[config.mk]
export PLATFORM = sky130hd
export DESIGN_NAME = sqtm_div
export DESIGN_NICKNAME = d
export VERILOG_FILES = /design/src/rtl/sqtm_pkg.sv /design/src/rtl/sqtm_div.sv
export SDC_FILE = /design/constraint.sdc
export NUM_CORES = 1
export LEC_CHECK = 0
export ABC_CLOCK_PERIOD_IN_PS = 12590
export BUFFER_PORTS_ARGS = -buffer_cell sky130_fd_sc_hd__buf_2
export CORE_ASPECT_RATIO = 1.25
export CORE_MARGIN = 4
export CORE_UTILIZATION = 55
export DETAILED_ROUTE_END_ITERATION = 7
export PLACE_DENSITY = 0.84
export RECOVER_POWER = 100
export SYNTH_ARGS = -nofsm -noshare
export SYNTH_HDL_FRONTEND = slang
export SYNTH_SLANG_ARGS = --single-unit
[constraint.sdc]
create_clock -name clk -period 12.59 [get_ports clk]
set_clock_uncertainty 0.1 [all_clocks]
set_input_delay 0 -clock clk [delete_from_list [all_inputs] [get_ports clk]]
set_output_delay 0 -clock clk [all_outputs]
set_load 0.02 [all_outputs]
[src/rtl/sqtm_pkg.sv]
// ----------------------------------------------------------------------------
// Squarified treemap layout package
// Transfer types, arithmetic widths and constants shared by the layout block.
// ----------------------------------------------------------------------------
`default_nettype none

package sqtm_pkg;

  localparam int WEIGHT_W = 32;
  localparam int TOTAL_W  = 40;
  localparam int COORD_W  = 24;
  localparam int SLOT_W   = 5;
  localparam int NUM_W    = 128;
  localparam int Q_W      = 64;
  localparam int PHI_W    = 33;

  // Golden ratio in unsigned Q1.32, rounded to nearest.
  localparam logic [PHI_W-1:0] PHI_Q32 = 33'd6949403065;
  localparam logic [Q_W-1:0]   Q_INF   = '1;

  localparam logic ACT_LOAD  = 1'b0;
  localparam logic ACT_START = 1'b1;

  typedef struct packed {
    logic                action;
    logic [WEIGHT_W-1:0] child_value;
    logic [TOTAL_W-1:0]  total_value;
    logic [COORD_W-1:0]  rect_left;
    logic [COORD_W-1:0]  rect_top;
    logic [COORD_W-1:0]  rect_right;
    logic [COORD_W-1:0]  rect_bottom;
  } in_t;

  typedef struct packed {
    logic [SLOT_W-1:0]  child_slot;
    logic [COORD_W-1:0] out_left;
    logic [COORD_W-1:0] out_top;
    logic [COORD_W-1:0] out_right;
    logic [COORD_W-1:0] out_bottom;
    logic               last;
  } out_t;

endpackage

`default_nettype wire

[src/rtl/sqtm_div.sv]
// ----------------------------------------------------------------------------
// Saturating divider
// Restoring division, one quotient bit per cycle. A zero divisor or a
// quotient that does not fit in 64 bits gives all ones.
// ----------------------------------------------------------------------------
`default_nettype none

module sqtm_div
  import sqtm_pkg::*;
#(
  parameter int DEN_W = 80
) (
  input  logic             clk,
  input  logic             rst_n,
  input  logic             go,
  input  logic [NUM_W-1:0] num,
  input  logic [DEN_W-1:0] den,
  output logic             done,
  output logic [Q_W-1:0]   quot
);

  localparam int CNT_W = $clog2(Q_W + 1);

  logic             busy_r;
  logic             done_r;
  logic [CNT_W-1:0] cnt_r;
  logic [DEN_W-1:0] rem_r;
  logic [DEN_W-1:0] den_r;
  logic [Q_W-1:0]   low_r;
  logic [Q_W-1:0]   quot_r;
  logic [DEN_W:0]   trial;
  logic [DEN_W:0]   diff;
  logic             fits;

  assign trial = {rem_r, low_r[Q_W-1]};
  assign diff  = trial - {1'b0, den_r};
  assign fits  = trial >= {1'b0, den_r};

  always_ff @(posedge clk) begin
    if (!rst_n) begin
      busy_r <= 1'b0;
      done_r <= 1'b0;
      cnt_r  <= '0;
    end else begin
      done_r <= 1'b0;
      if (go) begin
        den_r <= den;
        if (den == '0 || DEN_W'(num[NUM_W-1:Q_W]) >= den) begin
          quot_r <= Q_INF;
          done_r <= 1'b1;
        end else begin
          rem_r  <= DEN_W'(num[NUM_W-1:Q_W]);
          low_r  <= num[Q_W-1:0];
          quot_r <= '0;
          cnt_r  <= CNT_W'(Q_W);
          busy_r <= 1'b1;
        end
      end else if (busy_r) begin
        rem_r  <= fits ? diff[DEN_W-1:0] : trial[DEN_W-1:0];
        low_r  <= {low_r[Q_W-2:0], 1'b0};
        quot_r <= {quot_r[Q_W-2:0], fits};
        cnt_r  <= cnt_r - CNT_W'(1);
        if (cnt_r == CNT_W'(1)) begin
          busy_r <= 1'b0;
          done_r <= 1'b1;
        end
      end
    end
  end

  assign done = done_r;
  assign quot = quot_r;

endmodule

`default_nettype wire

==> flow_summary.yaml <==
die:
  die_x_um: 174.0
  dieHeight_um: 215.5
  coreArea_mm2: 0.03378
  dieArea_mm2: 0.03751
  pin_count: 276
  start_util_pct: 56.10
  num_rows: 75
synth:
  syn_inst: 1868
  synth.net_count: 2226
  synth_area_per_cell_um2: 10.14
  synth_top_area_share_pct: 45.64
  synth.distinct_cells: 77
  ys_async_sr_fraction_pct: 0
  synth-edff-count: 288
  synth.area.top_cells: "edfxtp_1, ha_1, inv_1"
  ys_ff_latch: 297
  synth_top_area_cell: "edfxtp_1"
  yosysWarnings: 0
  synth_flop_cell: "edfxtp_1"
  synth.yosys.seq_area_share_pct: 46.59
  synth_area_mm2: 0.01895
timing:
  worst_pin_slew_ns: 4.893
  rsz0062_at_grt: "no"
  min_period_ns: 7.671
  slew_violations: 579
  setup_tns_ns: 0
  fin_crit_sh_pct: 60.93
  clock.fmax_ghz: 0.1304
  hold_violations: 0
  setup_violations: 0
  slew_headroom_pct: -226.2
route:
  wl_mm: 62.59
  via_per_inst: 6.124
  dr.pass1.iters: 6
  drt_iter0_markers: 1818
  route.vias.total: 17379
  routedWlPerCell_um: 22.05
  drc_errors: 0
  postRouteAntennaNets: 0
clocking:
  numCtsBuffers: 31
  clkTransAtPathRegs_ns: 0.06
  cts_tree: "built"
  htreeDepth: 1
  worstSkewPairLatency_ns: 0.60
  cts_setup_buffers: 0
  cts.root.buffer_cell: "clkbuf_16"
  cts_sinks: 297
  clockBufferDepth: 3
finish:
  final_cell_mix: "edfxtp_1, dlygate4sd3_1, inv_1"
  final-instance-count-excl-fill: 2838
  fin_nets: 2737
  drive_gt1_share_pct: 10.49
  areaGrowthSynthToFinish_pct: 26.89
  layout_commonest_cell: "edfxtp_1"
critical_path:
  start_kind: "input port"
  worst-setup-path-type: "input port to register"
  crit_fanout: 81
  crit_path_end_kind: "register"
  cp.required_ns: 12.82
  cp.arrival_ns: 7.90
pwr:
  power.density_mw_per_mm2: 125.4
  peakVddDrop_mv: 0.1159
  leakage_nw: 10.18
  power_w: 0.003017
placement:
  finalWeightedCongestion: 0.9754
  io_buffer_count: 275
  dp.cells: 2502
  dp_hpwl_mm: 39.33
run_status:
  violations: "capacitance limit, slew limit"
  outcome: "finished with violations"
global_routing:
  grt_first_pass_wirelength_mm: 96.34
  first_global_vias: 18064
  grt_use_total_pct: 32.04
  grt_max_degree: 82
  grt_antenna_before_repair: 11
  grt_overflow: 0
run:
  maxCapViolCount: 10
min_path:
  holdCritPathClass: "input port to register"
final timing paths:
path | startpoint | endpoint | slack [ns] | cells after the start
setup / recovery | go | rem_r[58] | 4.92 | 5
hold / removal | den[73] | den_r[73] | 0.06 | 2
setup reg to reg | rem_r[34] | rem_r[8] | 7.33 | 12
hold reg to reg | cnt_r[5] | cnt_r[5] | 0.38 | 1
critical path, stage by stage:
cell      delay [ns]
clkbuf_1        2.41
clkbuf_1        2.56
clkbuf_1        1.47
nor2_1          0.87
a221o_1         0.51
metal layers:
layer | GRT usage (%) | vias up | share of wire, %
met1 | 35.81 | 8308 | 36
met2 | 56.78 | 911 | 50
met3 | 4.970 | 290 | 6.5
li1 | - | 7870 | -
met5 | 0 | - | 0
met4 | 20.62 | 0 | 7.5
through the flow:
stage / setup WS, ns / utilization, % / hold slack (ns) / area, um2
after floorplan: 3.311 / - / -0.001131 / 18950
after global placement: 8.093 / 61.01 / 0.09855 / 20610
after detailed placement: 7.978 / 61.01 / 0.09737 / 20610
after CTS: 7.593 / 71.75 / 0.01512 / 24240
after global routing: 4.633 / 71.17 / 0.04228 / 24040
final: 4.919 / 71.18 / 0.06223 / 24050
Yosys cell counts, types with 9 or more instances:
cell type and instances:
o31ai_1 10, a21o_1 50, dfxtp_1 9, edfxtp_1 288
a211oi_1 11, and3_1 14, nand4_1 43, o21ai_0 151
mux2i_1 48, xnor2_1 53, nand3_1 21, mux2_2 65
a31oi_1 21, nor4_1 34, nand2_1 99, a22o_1 9
nor2_1 108, nor3_1 27, xor2_1 21, nor2b_1 10
ha_1 146, clkbuf_1 51, nand2b_1 12, o21bai_1 20
inv_1 239, a21oi_1 172, buf_2 13
cell families after synthesis:
| group | count (synthesis) | synth area share, % |
|---|---|---|
| multiplexers | 113 | 6.398 |
| flip-flops | 297 | 46.59 |
| AND/OR/NAND/NOR | 402 | 10.39 |
| AO/OA/AOI/OAI | 521 | 16.90 |
| adder cells (fa/ha/maj) | 147 | 9.745 |
| XOR/XNOR | 74 | 3.420 |
| buffers and inverters | 314 | 6.569 |
cell type report:
class / count / area [um2]
clock inverter: 17 / 145.1
fill: 2336 / 9736
timing repair buffer: 552 / 3918
tap: 423 / 529.3
clock buffer: 40 / 809.5
antenna: 12 / 30.03
multi-input combinational: 1257 / 8885
inverter: 240 / 902.1
sequential: 297 / 8828
where the power goes:
group	total [W]	leakage, nW	internal (W)	switching (W)
clock network	0.000910	0.468	0.000495	0.000415
registers	0.00123	2.82	0.00119	0.0000391
logic	0.000877	6.89	0.000370	0.000507
sequential cells by signal, summed over array words and instances (netlist names):
name    count
rem_r      80
low_r      64
done        1
cnt_r       7
den_r      80
quot       64
busy_r      1
timing repair:
item	4_1_cts	5_1_grt
hold endpoints to repair	217	0
resized for setup	0	0
endpoints found under the setup margin	0	0
hold buffers	267	0
Note: power is estimated with default switching activity, not from simulation.
