**src/rtl/sqtm_ram.sv**
```systemverilog
// ----------------------------------------------------------------------------
// Generic RAM
// One write port and one read port with registered read data.
// ----------------------------------------------------------------------------
`default_nettype none

module sqtm_ram #(
  parameter int WIDTH = 32,
  parameter int DEPTH = 32
) (
  input  logic                                      clk,
  input  logic                                      we,
  input  logic [((DEPTH > 1) ? $clog2(DEPTH) : 1)-1:0] waddr,
  input  logic [WIDTH-1:0]                          wdata,
  input  logic [((DEPTH > 1) ? $clog2(DEPTH) : 1)-1:0] raddr,
  output logic [WIDTH-1:0]                          rdata
);

  logic [WIDTH-1:0] mem [DEPTH];

  always_ff @(posedge clk) begin
    if (we) begin
      mem[waddr] <= wdata;
    end
    rdata <= mem[raddr];
  end

endmodule

`default_nettype wire

```
**config.mk**
```make
export PLATFORM = sky130hd
export DESIGN_NAME = sqtm_ram
export DESIGN_NICKNAME = d
export VERILOG_FILES = /design/src/rtl/sqtm_ram.sv
export SDC_FILE = /design/constraint.sdc
export NUM_CORES = 1
export LEC_CHECK = 0
export CELL_PAD_IN_SITES_DETAIL_PLACEMENT = 1
export CELL_PAD_IN_SITES_GLOBAL_PLACEMENT = 2
export CORE_ASPECT_RATIO = 0.5
export CORE_MARGIN = 8
export CORE_UTILIZATION = 55
export CTS_BUF_LIST = sky130_fd_sc_hd__clkbuf_2 sky130_fd_sc_hd__clkbuf_4 sky130_fd_sc_hd__clkbuf_8
export DETAILED_ROUTE_END_ITERATION = 12
export DONT_BUFFER_PORTS = 1
export GPL_ROUTABILITY_DRIVEN = 0
export PLACE_DENSITY_LB_ADDON = 0.1
export SLEW_MARGIN = 20
export SYNTH_ARGS = -nofsm -noshare
export SYNTH_HDL_FRONTEND = slang
export SYNTH_SLANG_ARGS = --single-unit
```
**constraint.sdc**
```tcl
create_clock -name clk -period 5.5 [get_ports clk]
set_input_delay 0.825 -clock clk [delete_from_list [all_inputs] [get_ports clk]]
set_output_delay 0.825 -clock clk [all_outputs]
set_load 0.01 [all_outputs]
```
==> impl_results.md, run 1 <==
* MaxCap Viol Count at 0
* Clk sinks at 1056
* Setup violators final at 0
* Area share of and/or/nand/nor cells after synthesis at 0.0310
* Adder-cell area share of the yosys netlist at 0
* Number of buffers added on ports at 0
* Ys async rst share at 0
* Core Region at 73000 um^2
* Max clock buf depth at 3
* Register clock-pin slew on the reported worst setup and hold paths at 0.07 ns
* Critical path endpoint: rdata[7]
* Measured slew at the worst slew-check pin at 3.36 ns
* Detailed Place HPWL at 57.9 mm
* Synth top area cells: edfxtp_1 76%, mux2i_1 13%, a22oi_1 1.8%
* Layout overhead on the synthesized area at 10.4%
* Io pins at 76
* Worst EP arrival at 4.05 ns
* Pwr/cell area at 355 nW/um^2
* Vias per cell at 6.14
* Most common cell in the netlist: edfxtp_1
* Syn Area/Cell at 17.9 um^2
* GRT Total Usage at 0.252
* Reg2reg start: mem[21][16]
* Synth Instances at 2260
* Hold_buf cts at 0
* Final wirelength at 105 mm
* DRT Pass-1 Iters at 6
* Register bit total from synthesis at 1056
* Fin crit share at 0.622
* Final hold violation count at 0
* Htree depth at 4
* Remaining global-route overflow at 0
* Min Clock Period, post-route at 3.42 ns
* Dpl ws at 2.13 ns
* Slew Limit Fails at 311
* CP Capture Type: flip-flop
* Final WS setup at 2.08 ns
* Total CTS buffers at 146
* Worst Setup SP: raddr[0]
* Worst Hold Class: input port to flip-flop
* Register area at 31400 um^2
* Main combinational cell family by area after synthesis: multiplexers
* Commonest cells in the synthesized netlist: 1024 x edfxtp_1, 512 x mux2i_1, 98 x nand2_1, 98 x nand3_1
* Reg2reg end: rdata[16]
* Global-route wire length before repair at 152 mm
* Iter 0 DRT Violations at 2145
* Synth cell types at 25
* Die W at 400 um
* Crit path kind: input port to flip-flop
* Pin count of the biggest net entering global routing at 513
* Hold Path Cell Cnt at 0
* Post-CTS setup repair buffer count at 0
* Cell row count at 70
* Root buffer cell: clkbuf_8
* FF-to-FF setup slack at 3.85 ns
* Filler instances at 6350
* Post-synthesis sequential area ratio at 0.775
* Worst setup SP type: input port
* Post-CTS Resized at 0
* Slew HR at -1.24
* DRC Markers at 0
* RSZ-0062 raised after global routing: false
* Static Leakage at 15.5 nW
* EDFF count, synth at 1024
* Routed wire per std cell at 30.9 um
* Post-route ant nets at 0
* Hold_sp: wdata[2]
* Critical path required time at 6.13 ns
* Violated checks: max-slew violations
* Status: finished with violations
* Worst R2R Path Depth at 4
* Compound-Gate Fraction of Synth Area at 0.0485
* Setup tns final at 0 ns
* Initial core utilization at 0.555
* Fmax at 292 MHz
* Die Y at 208 um
* Synth top area share at 0.760
* Yosys warns at 0
* Die ar. at 83100 um^2
* Peak supply drop at 0.185 mV
* Synth Area in XOR/XNOR at 0
* Final nets at 2368
* Vias post-DR at 20978
* Hold WS at 0.141 ns
* Pwr Total at 0.0159 W
* TritonCTS clock tree: done
* Antenna violations before repair at 5
* Synth Net Count at 2304
* Mux share of post-synthesis cell area at 0.127
* Share of layout cells above drive strength 1 at 0.138
* Ys flop type: edfxtp_1
* Final Skew at 0.0256 ns
* CP Max Fanout at 512
* Multi-input logic area at 8610 um^2
* Yosys top cell by area: edfxtp_1
* Clock latency on the worst-skew pair at 0.78 ns
* Post-Syn Area at 40500 um^2
* Vias in the first global route at 22237
==> cell type report <==
type / instances / share of cell area
Clock buffer: 231 / 0.0623
Antenna cell: 1 / 0.0000560
Multi-Input combinational cell: 1077 / 0.193
Tap cell: 972 / 0.0272
Sequential cell: 1056 / 0.702
Clock inverter: 35 / 0.00535
Timing Repair Buffer: 43 / 0.00997
==> flip-flops by register name (all words and copies together) (netlist names) <==
register and count:
mem 1024, rdata 32
==> layout by cell type, fill, tap and decap left out, types with 2 or more instances in the layout <==
master	n
nand2b_2	2
bufinv_16	3
clkinv_1	15
buf_12	6
a22o_1	64
nand3_1	98
nand3b_1	5
nor3_1	32
clkbuf_8	168
mux2i_1	512
a31oi_1	32
a21oi_1	96
a22oi_1	96
clkinv_2	14
edfxtp_1	1024
clkinvlp_4	3
or3b_2	3
dfxtp_1	32
nor2_4	33
clkbuf_4	63
nand2_1	97
buf_16	2
buf_4	34
==> logic make-up (layout without fill, tap and decap cells) <==
kind of cell | after synthesis | count (layout)
flip-flops | 1056 | 1056
multiplexers | 512 | 512
AO/OA/AOI/OAI | 288 | 288
AND/OR/NAND/NOR | 277 | 277
buffers and inverters | 127 | 309
other | 0 | 1
==> per-stage QoR <==
stage	cells	utilization	area (um^2)
after detailed placement	3148	0.571	41700
after floorplan	2260	-	40500
after CTS	3414	0.612	44700
after global routing	3415	0.613	44700
after global placement	3143	0.570	41600
final	3415	0.613	44700
==> worst max-delay path, stage by stage <==
cell     delay, ns
mux2i_1       1.03
a22o_1        0.27
nor3_1        0.06
a31oi_1       0.16
nand3_1       0.12
==> worst min-delay path by stage <==
stage,slack (ns),endpoint
CTS,0.06,mem[24][30]
detailed placement,0.60,rdata[30]
global route,0.08,mem[4][16]
finish,0.14,mem[19][2]
floorplan,0.55,rdata[10]
global placement,0.58,rdata[13]
==> report_power, final <==
group / leakage, nW / switching [W] / internal, W
clock: 1.62 / 0.00290 / 0.00335
combinational: 4.35 / 0.000326 / 0.000263
sequential: 9.49 / 0.0000881 / 0.00894
total: 15.5 / 0.00331 / 0.0126
==> metal layers <==
metal | vias up | global-route usage | routed length [um] | part of all wire
met5 | - | 0 | 0 | 0
met4 | 0 | 0.0873 | 3160 | 0.030
met3 | 181 | 0.0539 | 7100 | 0.067
met2 | 696 | 0.394 | 48800 | 0.46
met1 | 10973 | 0.352 | 46300 | 0.44
li1 | 9128 | - | - | -
Note: power is estimated with default switching activity, not from simulation.
==> inputs of run 2 (changes only) <==
--- a/config.mk
+++ b/config.mk
@@ -5,11 +5,12 @@
 export SDC_FILE = /design/constraint.sdc
 export NUM_CORES = 1
 export LEC_CHECK = 0
+export ABC_AREA = 1
 export CELL_PAD_IN_SITES_DETAIL_PLACEMENT = 1
 export CELL_PAD_IN_SITES_GLOBAL_PLACEMENT = 2
 export CORE_ASPECT_RATIO = 0.5
 export CORE_MARGIN = 8
-export CORE_UTILIZATION = 55
+export CORE_UTILIZATION = 42
 export CTS_BUF_LIST = sky130_fd_sc_hd__clkbuf_2 sky130_fd_sc_hd__clkbuf_4 sky130_fd_sc_hd__clkbuf_8
 export DETAILED_ROUTE_END_ITERATION = 12
 export DONT_BUFFER_PORTS = 1
==> constraint.sdc (replaced) <==
create_clock -name clk -period 3 [get_ports clk]
set_input_delay 0.45 -clock clk [delete_from_list [all_inputs] [get_ports clk]]
set_output_delay 0.45 -clock clk [all_outputs]
set_load 0.01 [all_outputs]
==> run 2 against run 1 <==
Compared with the run above:
- the run ends with negative setup slack left
- global-route usage decreased by 0.68 points
- first-iteration DRC count is 22% higher
- sequential share of layout area fell by 4.8 points
- setup slack got worse by 2.5 ns
- total power grew 92%
- critical path depth is 9 higher
- wire length increased by 32%
- register-to-register slack lost 3.5 ns
- largest cell class unchanged
- highest routed layer unchanged
==> impl_results.md, run 2 <==
* Routed wire per std cell at 27.3 um
* Worst setup SP type: input port
* Vias in the first global route at 28433
* Synth cell types at 14
* CP Capture Type: flip-flop
* Slew Limit Fails at 0
* Commonest non-fill, non-tap cell in the layout: nand2_1
* GRT Total Usage at 0.245
* Core Region at 100000 um^2
* Post-synthesis sequential area ratio at 0.740
* Placement Cell Area at 44000 um^2
* Synth Net Count at 3580
* Global-route wire length before repair at 200 mm
* Final Skew at 0.0300 ns
* Die ar. at 112000 um^2
* Final wirelength at 139 mm
* CP max-delay cell: dlygate4sd3_1
* Measured slew at the worst slew-check pin at 1.36 ns
* Setup tns final at -0.440 ns
* Final WS setup at -0.440 ns
* Final hold violation count at 0
* Vias per cell at 5.47
* Static Leakage at 17.5 nW
* Iter 0 DRT Violations at 2616
* Commonest cells after routing, fill and taps aside: 1440 x nand2_1, 1024 x edfxtp_1, 780 x nand3_1
* Io pins at 76
* Ys async rst share at 0
* Max clock buf depth at 3
* Synth top area share at 0.725
* Htree depth at 4
* Total CTS buffers at 157
* Yosys top cell by area: edfxtp_1
* Worst path bufs/invs at 6
* Worst Hold Class: input port to flip-flop
* DRC Markers at 0
* Synth top area cells: edfxtp_1 73%, nand2_1 13%, nand3_1 9.2%
* Remaining global-route overflow at 0
* CP dominant cell by count: nand2_1
* Critical path required time at 3.79 ns
* Most common cell in the netlist: nand2_1
* Fin crit share at 1.15
* Synth Instances at 3536
* Largest Register: mem
* Worst EP arrival at 4.23 ns
* EDFF count, synth at 1024
* Vias post-DR at 27913
* Detailed Place HPWL at 65.6 mm
* Root buffer cell: clkbuf_8
* MaxCap Viol Count at 0
* Register clock-pin slew on the reported worst setup and hold paths at 0.07 ns
* Largest regs: mem (1024), rdata (32)
* Post-route ant nets at 0
* Clk sinks at 1056
* Fmax at 291 MHz
* Commonest cells in the synthesized netlist: 1440 x nand2_1, 1024 x edfxtp_1, 780 x nand3_1
* Setup violators final at 1
* Initial core utilization at 0.423
* RSZ-0062 raised after global routing: false
* TritonCTS clock tree: done
* CP Max Fanout at 516
* Number of buffers added on ports at 0
* Share of layout cells above drive strength 1 at 0.114
* Peak supply drop at 0.359 mV
* Layout overhead on the synthesized area at 13.2%
* Slew HR at 0.0932
* Clock latency on the worst-skew pair at 0.86 ns
* Antenna violations before repair at 2
* Cell family with most CP delay: buffers and inverters
* Register bit total from synthesis at 1056
* Yosys warns at 0
* Crit path largest cell delay at 0.57 ns
* Die Y at 241 um
* Min Clock Period, post-route at 3.44 ns
* Die W at 465 um
* Pwr/cell area at 636 nW/um^2
* DRT Pass-1 Iters at 7
* Syn Area/Cell at 12.0 um^2
* Crit path kind: input port to flip-flop
* Fin area at 48000 um^2
* Violated checks: negative setup slack
* Final nets at 3676
* Ys flop type: edfxtp_1
* Cell row count at 82
* Pin count of the biggest net entering global routing at 514
* Largest register FFs at 1024
* Worst path cell trace: clkinv_16 > buf_12 > buf_12 > nand2_1 > nand3_1 > nand3_1 > nand2_1 > nand2_1 > dlygate4sd3_1 > nand2_1 > dlygate4sd3_1 > nand2_1 > dlygate4sd3_1 > nand2_1
* Status: finished with violations
* Post-Syn Area at 42400 um^2
[run 2: routing by layer]
metal / global-route usage / share of wire
met3: 0.0368 / 0.046
met1: 0.359 / 0.48
met2: 0.384 / 0.45
met5: 0 / 0
met4: 0.0672 / 0.020
[run 2: worst paths after layout]
check / cells after the start / slack [ns] / endpoint / startpoint
worst max register to register: 11 / 0.32 / rdata[5] / mem[25][5]
worst max-delay path: 14 / -0.44 / rdata[5] / raddr[0]
worst min-delay path: 7 / 0.04 / rdata[11] / raddr[1]
worst min register to register: 8 / 0.75 / rdata[29] / mem[14][29]
[run 2: stage by stage]
step	util	worst slack [ns]	std cells	hold WS [ns]	total power [W]
global placement	0.440	0.688	4753	0.551	0.0182
floorplan	-	0.474	3536	0.549	0.0179
CTS	0.479	0.237	5091	0.00181	0.0308
detailed placement	0.440	0.695	4753	0.551	0.0182
finish	0.479	-0.440	5099	0.0448	0.0305
global route	0.479	0.0356	5098	0.0617	0.0315
[run 2: layout make-up]
class                      instances  area, um^2
clock buffer                     251        3000
tap                             1344        1680
timing repair buffer             152        1940
antenna                            2        5.00
sequential                      1056       31400
fill                           10418       52100
timing repair inverter             3        33.8
inverter                          10        77.6
multi-input combinational       2252        9670
clock inverter                    29         190
[run 2: power by group]
group	switching (W)	internal, W
clock	0.00573	0.00649
sequential	0.000169	0.0164
combinational	0.00119	0.000534
total	0.00709	0.0234
[run 2: kinds of logic after synthesis]
kind of cell,count (synthesis),share of synthesized area
AND/OR/NAND/NOR,2252,0.222
buffers and inverters,228,0.0374
flip-flops,1056,0.740
[run 2: tightest hold or removal path, cell delays in order]
cell and delay (ns):
nand3_1 0.07, nand3_1 0.06, nand2_1 0.06, nand2_1 0.04
nand2_1 0.06, nand2_1 0.04, nand2_1 0.06
[run 2: repair_timing]
item / 4_1_cts / 5_1_grt
buffers inserted: 0 / 3
setup endpoints to repair: 0 / 1
hold buffers: 58 / 0
endpoints found under the hold margin: 1056 / 0
gates resized for setup: 0 / 1
